--- src/rtl/core/trivium_keystream_generator_defines.svh ---
// Assertion macros shared by the keystream generator RTL.
`ifndef TRIVIUM_KEYSTREAM_GENERATOR_DEFINES_SVH
`define TRIVIUM_KEYSTREAM_GENERATOR_DEFINES_SVH

// Check on every clock edge outside reset.
`define TKS_ASSERT(lbl, prop, msg) \
	lbl: assert property (@(posedge clk) disable iff (!arst_n) (prop)) else $error(msg);

// Check on every clock edge, reset included.
`define TKS_ASSERT_ALWAYS(lbl, prop, msg) \
	lbl: assert property (@(posedge clk) (prop)) else $error(msg);

`endif

--- src/rtl/core/tks_pkg.sv ---
// Types and constants of the Trivium keystream generator.
`timescale 1ns / 1ps
package tks_pkg;

	localparam int LEN_A       = 93;
	localparam int LEN_B       = 84;
	localparam int LEN_C       = 111;
	localparam int LOAD_BITS   = 80;
	localparam int STEP_ROUNDS = 64;
	localparam int WORD_W      = 64;
	localparam int CFG_DATA_W  = 64;
	localparam int CFG_INDEX_W = 3;
	localparam int HIGH_W      = 16;

	typedef struct packed {
		logic [LEN_A-1:0] a;
		logic [LEN_B-1:0] b;
		logic [LEN_C-1:0] c;
	} tks_state_t;

	typedef enum logic {
		OP_START    = 1'b0,
		OP_GENERATE = 1'b1
	} opcode_t;

	typedef enum logic [CFG_INDEX_W-1:0] {
		REG_KEY_LOW  = 3'd0,
		REG_KEY_HIGH = 3'd1,
		REG_IV_LOW   = 3'd2,
		REG_IV_HIGH  = 3'd3
	} cfg_reg_t;

endpackage

--- src/rtl/core/tks_if.sv ---
// Handshake channel interfaces: command in, result out, register writes.
`timescale 1ns / 1ps
interface tks_cmd_if import tks_pkg::*; ();
	logic              valid;
	logic              ready;
	logic              opcode;
	logic [WORD_W-1:0] text_word;

	modport source (output valid, output opcode, output text_word, input ready);
	modport sink (input valid, input opcode, input text_word, output ready);
endinterface

interface tks_res_if import tks_pkg::*; ();
	logic              valid;
	logic              ready;
	logic [WORD_W-1:0] keystream_word;
	logic [WORD_W-1:0] masked_word;
	logic              not_ready;

	modport source (output valid, output keystream_word, output masked_word,
		output not_ready, input ready);
	modport sink (input valid, input keystream_word, input masked_word,
		input not_ready, output ready);
endinterface

interface tks_cfg_if import tks_pkg::*; ();
	logic                   valid;
	logic                   ready;
	logic [CFG_INDEX_W-1:0] index;
	logic [CFG_DATA_W-1:0]  data;

	modport source (output valid, output index, output data, input ready);
	modport sink (input valid, input index, input data, output ready);
endinterface

--- src/rtl/core/tks_rounds.sv ---
// Unrolled block of Trivium rounds: next state and keystream bits in one pass.
`timescale 1ns / 1ps
module tks_rounds import tks_pkg::*; #(
	parameter int ROUNDS = 64
) (
	input  tks_state_t        state_in,
	output tks_state_t        state_out,
	output logic [WORD_W-1:0] ks
);

	logic [STEP_ROUNDS-1:0] t1;
	logic [STEP_ROUNDS-1:0] t2;
	logic [STEP_ROUNDS-1:0] t3;

	// Every tap sits at position 65 or above, so within 64 rounds each
	// tap of round j reads the incoming state shifted by j.
	always_comb begin
		ks = '0;
		t1 = '0;
		t2 = '0;
		t3 = '0;
		for (int j = 0; j < ROUNDS; j++) begin
			ks[j] = state_in.a[65-j] ^ state_in.a[92-j] ^ state_in.b[68-j]
				^ state_in.b[83-j] ^ state_in.c[65-j] ^ state_in.c[110-j];
			t1[j] = state_in.a[65-j] ^ state_in.a[92-j]
				^ (state_in.a[90-j] & state_in.a[91-j]) ^ state_in.b[77-j];
			t2[j] = state_in.b[68-j] ^ state_in.b[83-j]
				^ (state_in.b[81-j] & state_in.b[82-j]) ^ state_in.c[86-j];
			t3[j] = state_in.c[65-j] ^ state_in.c[110-j]
				^ (state_in.c[108-j] & state_in.c[109-j]) ^ state_in.a[68-j];
		end
	end

	// Round j's feedback bit ends up at position ROUNDS-1-j.
	always_comb begin
		for (int i = 0; i < LEN_A; i++) begin
			if (i >= ROUNDS) begin
				state_out.a[i] = state_in.a[i-ROUNDS];
			end else begin
				state_out.a[i] = t3[ROUNDS-1-i];
			end
		end
		for (int i = 0; i < LEN_B; i++) begin
			if (i >= ROUNDS) begin
				state_out.b[i] = state_in.b[i-ROUNDS];
			end else begin
				state_out.b[i] = t1[ROUNDS-1-i];
			end
		end
		for (int i = 0; i < LEN_C; i++) begin
			if (i >= ROUNDS) begin
				state_out.c[i] = state_in.c[i-ROUNDS];
			end else begin
				state_out.c[i] = t2[ROUNDS-1-i];
			end
		end
	end

endmodule

--- src/rtl/core/tks_cfg_regs.sv ---
// Key and IV registers behind the configuration write channel.
`timescale 1ns / 1ps
module tks_cfg_regs import tks_pkg::*; (
	input  logic                 clk,
	input  logic                 arst_n,
	tks_cfg_if.sink              cfg,
	output logic [LOAD_BITS-1:0] key,
	output logic [LOAD_BITS-1:0] iv
);

	logic [CFG_DATA_W-1:0] key_low_q;
	logic [HIGH_W-1:0]     key_high_q;
	logic [CFG_DATA_W-1:0] iv_low_q;
	logic [HIGH_W-1:0]     iv_high_q;
	logic                  cfg_fire;

	assign cfg.ready = 1'b1;
	assign cfg_fire  = cfg.valid && cfg.ready;

	always_ff @(posedge clk or negedge arst_n) begin
		if (!arst_n) begin
			key_low_q  <= '0;
			key_high_q <= '0;
			iv_low_q   <= '0;
			iv_high_q  <= '0;
		end else if (cfg_fire) begin
			unique case (cfg_reg_t'(cfg.index))
				REG_KEY_LOW:  key_low_q  <= cfg.data;
				REG_KEY_HIGH: key_high_q <= cfg.data[HIGH_W-1:0];
				REG_IV_LOW:   iv_low_q   <= cfg.data;
				REG_IV_HIGH:  iv_high_q  <= cfg.data[HIGH_W-1:0];
				default: begin
					// drop writes to unmapped indexes
				end
			endcase
		end
	end

	assign key = {key_high_q, key_low_q};
	assign iv  = {iv_high_q, iv_low_q};

endmodule

--- src/rtl/core/trivium_keystream_generator.sv ---
// Trivium keystream generator: 80-bit key and IV, 288-bit state.
// Channels: cmd takes requests (opcode, text_word); result returns
// keystream_word, masked_word and not_ready; cfg writes key_low, key_high,
// iv_low and iv_high at indexes 0 to 3 and is always ready.
// A start request loads key and IV, then runs the warm-up through a 64-round
// unrolled unit, with a partial block for the last step when WARMUP_ROUNDS is
// not a multiple of 64; cmd.ready is low during the warm-up. A start request returns no result.
// A generate request advances WORD_BITS rounds through its own unrolled round
// block; its result is registered and shows up on result in the cycle after
// acceptance. Generate requests are accepted every cycle while no warm-up runs
// and no result word is held, so the throughput is one word per clock.
// Generate before any start returns zero words with not_ready set.
// When the receiver stalls, the result register holds its word and cmd.ready
// drops until that word is taken; a taken word frees the slot in the same
// cycle.
// Reset clears the key and IV registers, the started flag, the warm-up
// counter and the result valid flag.
`timescale 1ns / 1ps
`include "trivium_keystream_generator_defines.svh"
module trivium_keystream_generator import tks_pkg::*; #(
	parameter int WORD_BITS     = 64,
	parameter int WARMUP_ROUNDS = 1152
) (
	input  logic      clk,
	input  logic      arst_n,
	tks_cmd_if.sink   cmd,
	tks_res_if.source result,
	tks_cfg_if.sink   cfg
);

	localparam int FULL_STEPS = WARMUP_ROUNDS / STEP_ROUNDS;
	localparam int REM_ROUNDS = WARMUP_ROUNDS % STEP_ROUNDS;
	localparam int WARM_STEPS = FULL_STEPS + ((REM_ROUNDS != 0) ? 1 : 0);
	localparam int CNT_W      = (WARM_STEPS > 0) ? $clog2(WARM_STEPS + 1) : 1;

	logic [LOAD_BITS-1:0] key;
	logic [LOAD_BITS-1:0] iv;
	tks_state_t           state_q;
	tks_state_t           load_state;
	tks_state_t           gen_state;
	tks_state_t           full_state;
	tks_state_t           rem_state;
	tks_state_t           warm_state;
	logic [WORD_W-1:0]    gen_ks;
	logic [CNT_W-1:0]     warm_left_q;
	logic                 warm_busy;
	logic                 warm_last;
	logic                 started_q;
	logic                 out_valid_q;
	logic [WORD_W-1:0]    out_ks_q;
	logic [WORD_W-1:0]    out_masked_q;
	logic                 out_nr_q;
	logic                 cmd_fire;
	logic                 start_fire;
	logic                 gen_fire;

	tks_cfg_regs u_cfg (
		.clk    (clk),
		.arst_n (arst_n),
		.cfg    (cfg),
		.key    (key),
		.iv     (iv)
	);

	tks_rounds #(.ROUNDS(WORD_BITS)) u_gen (
		.state_in  (state_q),
		.state_out (gen_state),
		.ks        (gen_ks)
	);

	tks_rounds #(.ROUNDS(STEP_ROUNDS)) u_warm (
		.state_in  (state_q),
		.state_out (full_state),
		.ks        ()
	);

	tks_rounds #(.ROUNDS(REM_ROUNDS)) u_rem (
		.state_in  (state_q),
		.state_out (rem_state),
		.ks        ()
	);

	assign load_state.a = {{(LEN_A-LOAD_BITS){1'b0}}, key};
	assign load_state.b = {{(LEN_B-LOAD_BITS){1'b0}}, iv};
	assign load_state.c = {3'b111, {(LEN_C-3){1'b0}}};

	assign warm_busy  = (warm_left_q != '0);
	assign warm_last  = (warm_left_q == CNT_W'(1));
	// finish the warm-up with the partial block when the count is not a multiple of 64
	assign warm_state = (warm_last && (REM_ROUNDS != 0)) ? rem_state : full_state;

	assign cmd.ready  = !warm_busy && (!out_valid_q || result.ready);
	assign cmd_fire   = cmd.valid && cmd.ready;
	assign start_fire = cmd_fire && (cmd.opcode == OP_START);
	assign gen_fire   = cmd_fire && (cmd.opcode == OP_GENERATE);

	always_ff @(posedge clk) begin
		if (start_fire) begin
			state_q <= load_state;
		end else if (warm_busy) begin
			state_q <= warm_state;
		end else if (gen_fire && started_q) begin
			state_q <= gen_state;
		end
	end

	always_ff @(posedge clk or negedge arst_n) begin
		if (!arst_n) begin
			started_q   <= 1'b0;
			warm_left_q <= '0;
			out_valid_q <= 1'b0;
		end else begin
			if (start_fire) begin
				started_q   <= 1'b1;
				warm_left_q <= CNT_W'(WARM_STEPS);
			end else if (warm_busy) begin
				warm_left_q <= warm_left_q - CNT_W'(1);
			end
			if (gen_fire) begin
				out_valid_q <= 1'b1;
			end else if (result.ready) begin
				out_valid_q <= 1'b0;
			end
		end
	end

	always_ff @(posedge clk) begin
		if (gen_fire) begin
			if (started_q) begin
				out_ks_q     <= gen_ks;
				out_masked_q <= cmd.text_word ^ gen_ks;
				out_nr_q     <= 1'b0;
			end else begin
				out_ks_q     <= '0;
				out_masked_q <= '0;
				out_nr_q     <= 1'b1;
			end
		end
	end

	assign result.valid          = out_valid_q;
	assign result.keystream_word = out_ks_q;
	assign result.masked_word    = out_masked_q;
	assign result.not_ready      = out_nr_q;

	`TKS_ASSERT_ALWAYS(a_rst_no_result, !arst_n |-> !result.valid, "result valid in reset")
	`TKS_ASSERT(a_start_warms, (start_fire && (WARM_STEPS != 0)) |=> warm_busy, "no warm-up after start")
	`TKS_ASSERT(a_started_holds, started_q |=> started_q, "started flag dropped")
	`TKS_ASSERT(a_gen_result, (gen_fire && started_q) |=> (result.valid && !result.not_ready), "generate lost")
	`TKS_ASSERT(a_nr_zero, (result.valid && result.not_ready) |-> ((result.keystream_word == '0) && (result.masked_word == '0)), "not-ready word nonzero")

endmodule

--- src/flat_wrapper.sv ---
// flat-port wrapper written by rule: the top's interface ports become plain ports
module trivium_keystream_generator_flat import tks_pkg::*;
#(
	parameter int WORD_BITS     = 64,
	parameter int WARMUP_ROUNDS = 1152
)
  (clk, arst_n, cmd_valid, cmd_opcode, cmd_text_word, cmd_ready, result_valid, result_keystream_word, result_masked_word, result_not_ready, result_ready, cfg_valid, cfg_index, cfg_data, cfg_ready);
  tks_cmd_if cmd_i ();
  tks_res_if result_i ();
  tks_cfg_if cfg_i ();
  input  logic clk;
  input  logic arst_n;
  input wire logic [$bits(cmd_i.valid)-1:0] cmd_valid;
  input wire logic [$bits(cmd_i.opcode)-1:0] cmd_opcode;
  input wire logic [$bits(cmd_i.text_word)-1:0] cmd_text_word;
  output wire logic [$bits(cmd_i.ready)-1:0] cmd_ready;
  output wire logic [$bits(result_i.valid)-1:0] result_valid;
  output wire logic [$bits(result_i.keystream_word)-1:0] result_keystream_word;
  output wire logic [$bits(result_i.masked_word)-1:0] result_masked_word;
  output wire logic [$bits(result_i.not_ready)-1:0] result_not_ready;
  input wire logic [$bits(result_i.ready)-1:0] result_ready;
  input wire logic [$bits(cfg_i.valid)-1:0] cfg_valid;
  input wire logic [$bits(cfg_i.index)-1:0] cfg_index;
  input wire logic [$bits(cfg_i.data)-1:0] cfg_data;
  output wire logic [$bits(cfg_i.ready)-1:0] cfg_ready;
  assign cmd_i.valid = cmd_valid;
  assign cmd_i.opcode = cmd_opcode;
  assign cmd_i.text_word = cmd_text_word;
  assign cmd_ready = cmd_i.ready;
  assign result_valid = result_i.valid;
  assign result_keystream_word = result_i.keystream_word;
  assign result_masked_word = result_i.masked_word;
  assign result_not_ready = result_i.not_ready;
  assign result_i.ready = result_ready;
  assign cfg_i.valid = cfg_valid;
  assign cfg_i.index = cfg_index;
  assign cfg_i.data = cfg_data;
  assign cfg_ready = cfg_i.ready;
  trivium_keystream_generator #(.WORD_BITS(WORD_BITS), .WARMUP_ROUNDS(WARMUP_ROUNDS)) u_core (.clk(clk), .arst_n(arst_n), .cmd(cmd_i), .result(result_i), .cfg(cfg_i));
endmodule
--- config.mk ---
export PLATFORM = sky130hd
export DESIGN_NAME = trivium_keystream_generator_flat
export DESIGN_NICKNAME = d
export VERILOG_FILES = /design/src/rtl/core/tks_pkg.sv /design/src/rtl/core/tks_if.sv /design/src/rtl/core/tks_rounds.sv /design/src/rtl/core/tks_cfg_regs.sv /design/src/rtl/core/trivium_keystream_generator.sv /design/src/flat_wrapper.sv
export VERILOG_INCLUDE_DIRS = /design/src /design/src/rtl/core
export SDC_FILE = /design/constraint.sdc
export NUM_CORES = 1
export LEC_CHECK = 0
export BUFFER_PORTS_ARGS = -buffer_cell sky130_fd_sc_hd__buf_4
export CORE_MARGIN = 2
export CORE_UTILIZATION = 63
export CTS_CLUSTER_DIAMETER = 40
export DETAILED_ROUTE_END_ITERATION = 8
export HOLD_SLACK_MARGIN = 0.06
export PLACE_DENSITY = 0.82
export SLEW_MARGIN = 15
export SYNTH_ARGS = -nofsm -noshare
export SYNTH_HDL_FRONTEND = slang
export SYNTH_HIERARCHICAL = 1
export SYNTH_SLANG_ARGS = --single-unit
--- constraint.sdc ---
create_clock -name clk -period 9.4 [get_ports clk]
set_input_delay 1.41 -clock clk [delete_from_list [all_inputs] [get_ports clk]]
set_output_delay 1.41 -clock clk [all_outputs]
set_load 0.02 [all_outputs]
==> flow_summary_export.csv <==
group,metric,value,unit
run_status,status,"finished, final reports clean",
layout,fillers,4606,
grt,track_usage,39.02,%
critical_path,cp_max_fo,82,
critical_path,r2r.worst_path.cells,6,
critical_path,crit_start,"result_ready",
critical_path,path_delay_family,"buffers and inverters",
worst_hold_path,worstHoldStart,"u_core/u_cfg/iv_low_q[51]",
detailed_routing,wire_per_inst,29.56,um
clock_network,cts_buffer_depth,3,
synth,syn_inst,3760,
layout,final_cell_mix,"nand2_1 (636), xnor2_1 (449), xor3_1 (384), buf_4 (306), edfxtp_1 (289)",
layout,regArea,15420,um^2
clock_network,cts_tree,"built",
worst_hold_path,hold_depth,1,
placement,gp_congestion,1.030,
critical_path,cp_common_cell,"buf_4",
placement,dp_hpwl,95090,um
clock_network,clk_latency,0.67,ns
clock_network,numCtsBuffers,95,
clock_network,clk_root_buffer_cell,"clkbuf_16",
grt,grt_pass1_wl,198600,um
sta,maxSlewViolCount,0,
grt,antenna_found_initial,3,
placement,io_buffer_count,267,
grt,grt.met2_usage,55.99,%
die,rows,95,
sta,finalCritPeriodShare,42.82,%
layout,multi_input_area,24870,um^2
detailed_routing,drtAntennaViolNets,0,
layout,drive_above_1_share,17.06,%
critical_path,cp_slowest_cell,"buf_4",
detailed_routing,drc,0,
clock_network,hold_buffers,0,
grt,grt_overflow,0,
die,initial_core_util,63.71,%
die,ios,269,
clock_network,path_clk_slew,0.06,ns
critical_path,crit_chain,"buf_4 -> nand2b_4 -> buf_4 -> buf_4 -> nand3_1 -> a31oi_1",
sta,layout_min_cycle_time,4.025,ns
worst_hold_path,hp-class,"register to register",
grt,use_met1,48.90,%
critical_path,r2r_setup_slack,5.80,ns
synth,yosys_warnings,6,
detailed_routing,avgViaCountPerCell,6.717,
critical_path,regToRegStartpoint,"u_core/warm_left_q[0]",
clock_network,postCtsSetupRepairBufs,0,
layout,area_growth,9.834,%
grt,top_usage_layer,"met2",
layout,nets,3888,
layout,final_common_cell,"nand2_1",
sta,rsz0062_at_grt,"false",
critical_path,startpoint_type,"input port",
detailed_routing,wirelength,139100,um
critical_path,arrival,4.50,ns
grt,grt_max_degree,245,
critical_path,end_kind,"register",
detailed_routing,drt_iter0_drc,4752,
clock_network,cts_sinks,584,
critical_path,worst-path-stages,6,
grt,use_met3,16.57,%
critical_path,critPathCapture,"u_core/state_q[206]",
clock_network,cts_resized,0,
detailed_routing,vias,31609,
critical_path,r2r-end,"u_core/state_q[206]",
synth,postSynthAreaPerCell,11.40,um^2
synth,syn_area,42860,um^2
sta,fmaxAchievable,0.2485,GHz
die,die_w,264.8,um
detailed_routing,firstDrtPassIters,9,
die,die_y,264.8,um
critical_path,worst-path-buf-inv,3,
sta,finalHoldViolCount,0,
layout,diodes,0,
sta,setup-tns-final,0,ns
grt,grt_pass1_vias,30216,
die,dieArea,70140,um^2
sta,slew_headroom,20.90,%
critical_path,cp.required,9.88,ns
critical_path,path_class,"input port to register",
critical_path,cpPeakStageDelay,0.91,ns
job,max-cap-violations,0,
die,design.core.area,67280,um^2
sta,finalSetupViolations,0,
clock_network,htreeDepth,3,
sta,worst_slew_pin_slew,1.186,ns
sta,finClkSkew,0.04426,ns
synth,syn_nets,3898,
## worst reg2reg max path, stage by stage, from the launching register on
cell	delay, ns
dfrtp_1	0.40
inv_1	0.07
ha_1	0.19
nor4b_4	0.44
buf_12	0.73
buf_12	1.04
a31oi_1	0.43
## flip-flops by register name, summed over array words and instances (netlist names)
signal,flops
u_core/u_cfg/iv_low_q,64
u_core/started_q,1
u_core/result.masked_word,64
u_core/state_q,288
u_core/u_cfg/key_high_q,16
u_core/result.keystream_word,64
u_core/u_cfg/iv_high_q,16
u_core/warm_left_q,5
u_core/result.not_ready,1
u_core/u_cfg/key_low_q,64
u_core/result.valid,1
## routing by layer
layer / share of wire (%) / up-vias
li1: - / 13088
met2: 42 / 2500
met3: 16 / 514
met1: 35 / 15505
met5: 0.0093 / -
met4: 7.4 / 2
## worst min path at each step
stage | endpoint
finish | u_core/u_cfg/iv_low_q[51]
global route | u_core/u_cfg/iv_high_q[6]
CTS | u_core/u_cfg/iv_high_q[9]
detailed placement | u_core/u_cfg/iv_high_q[9]
global placement | u_core/state_q[64]
floorplan | u_core/state_q[0]
## through the flow
stage | cells | cell area, um^2 | setup WS, ns | util, % | hold WS [ns]
2_1_floorplan | 3760 | 42860 | 2.075 | - | 0.4707
3_3_place_gp | 4526 | 43760 | 5.074 | 65.05 | 0.4837
3_5_place_dp | 4526 | 43760 | 4.928 | 65.05 | 0.4930
4_1_cts | 4706 | 47080 | 5.347 | 69.98 | 0.5077
5_1_grt | 4706 | 47080 | 5.310 | 69.98 | 0.5231
6_report | 4706 | 47080 | 5.375 | 69.98 | 0.5063
## cell type report
| cell class | instances | share of cell area [%] |
|---|---|---|
| inverter | 3 | 0.02392 |
| clock buffer | 110 | 5.321 |
| tap | 873 | 2.320 |
| clock inverter | 70 | 1.722 |
| timing repair buffer | 310 | 5.031 |
| sequential | 584 | 32.76 |
| multi-input combinational | 2756 | 52.83 |
Power is left out: the tool's default activity adds up to more than one toggle a clock period on the data nets, which glitch-free logic cannot reach.
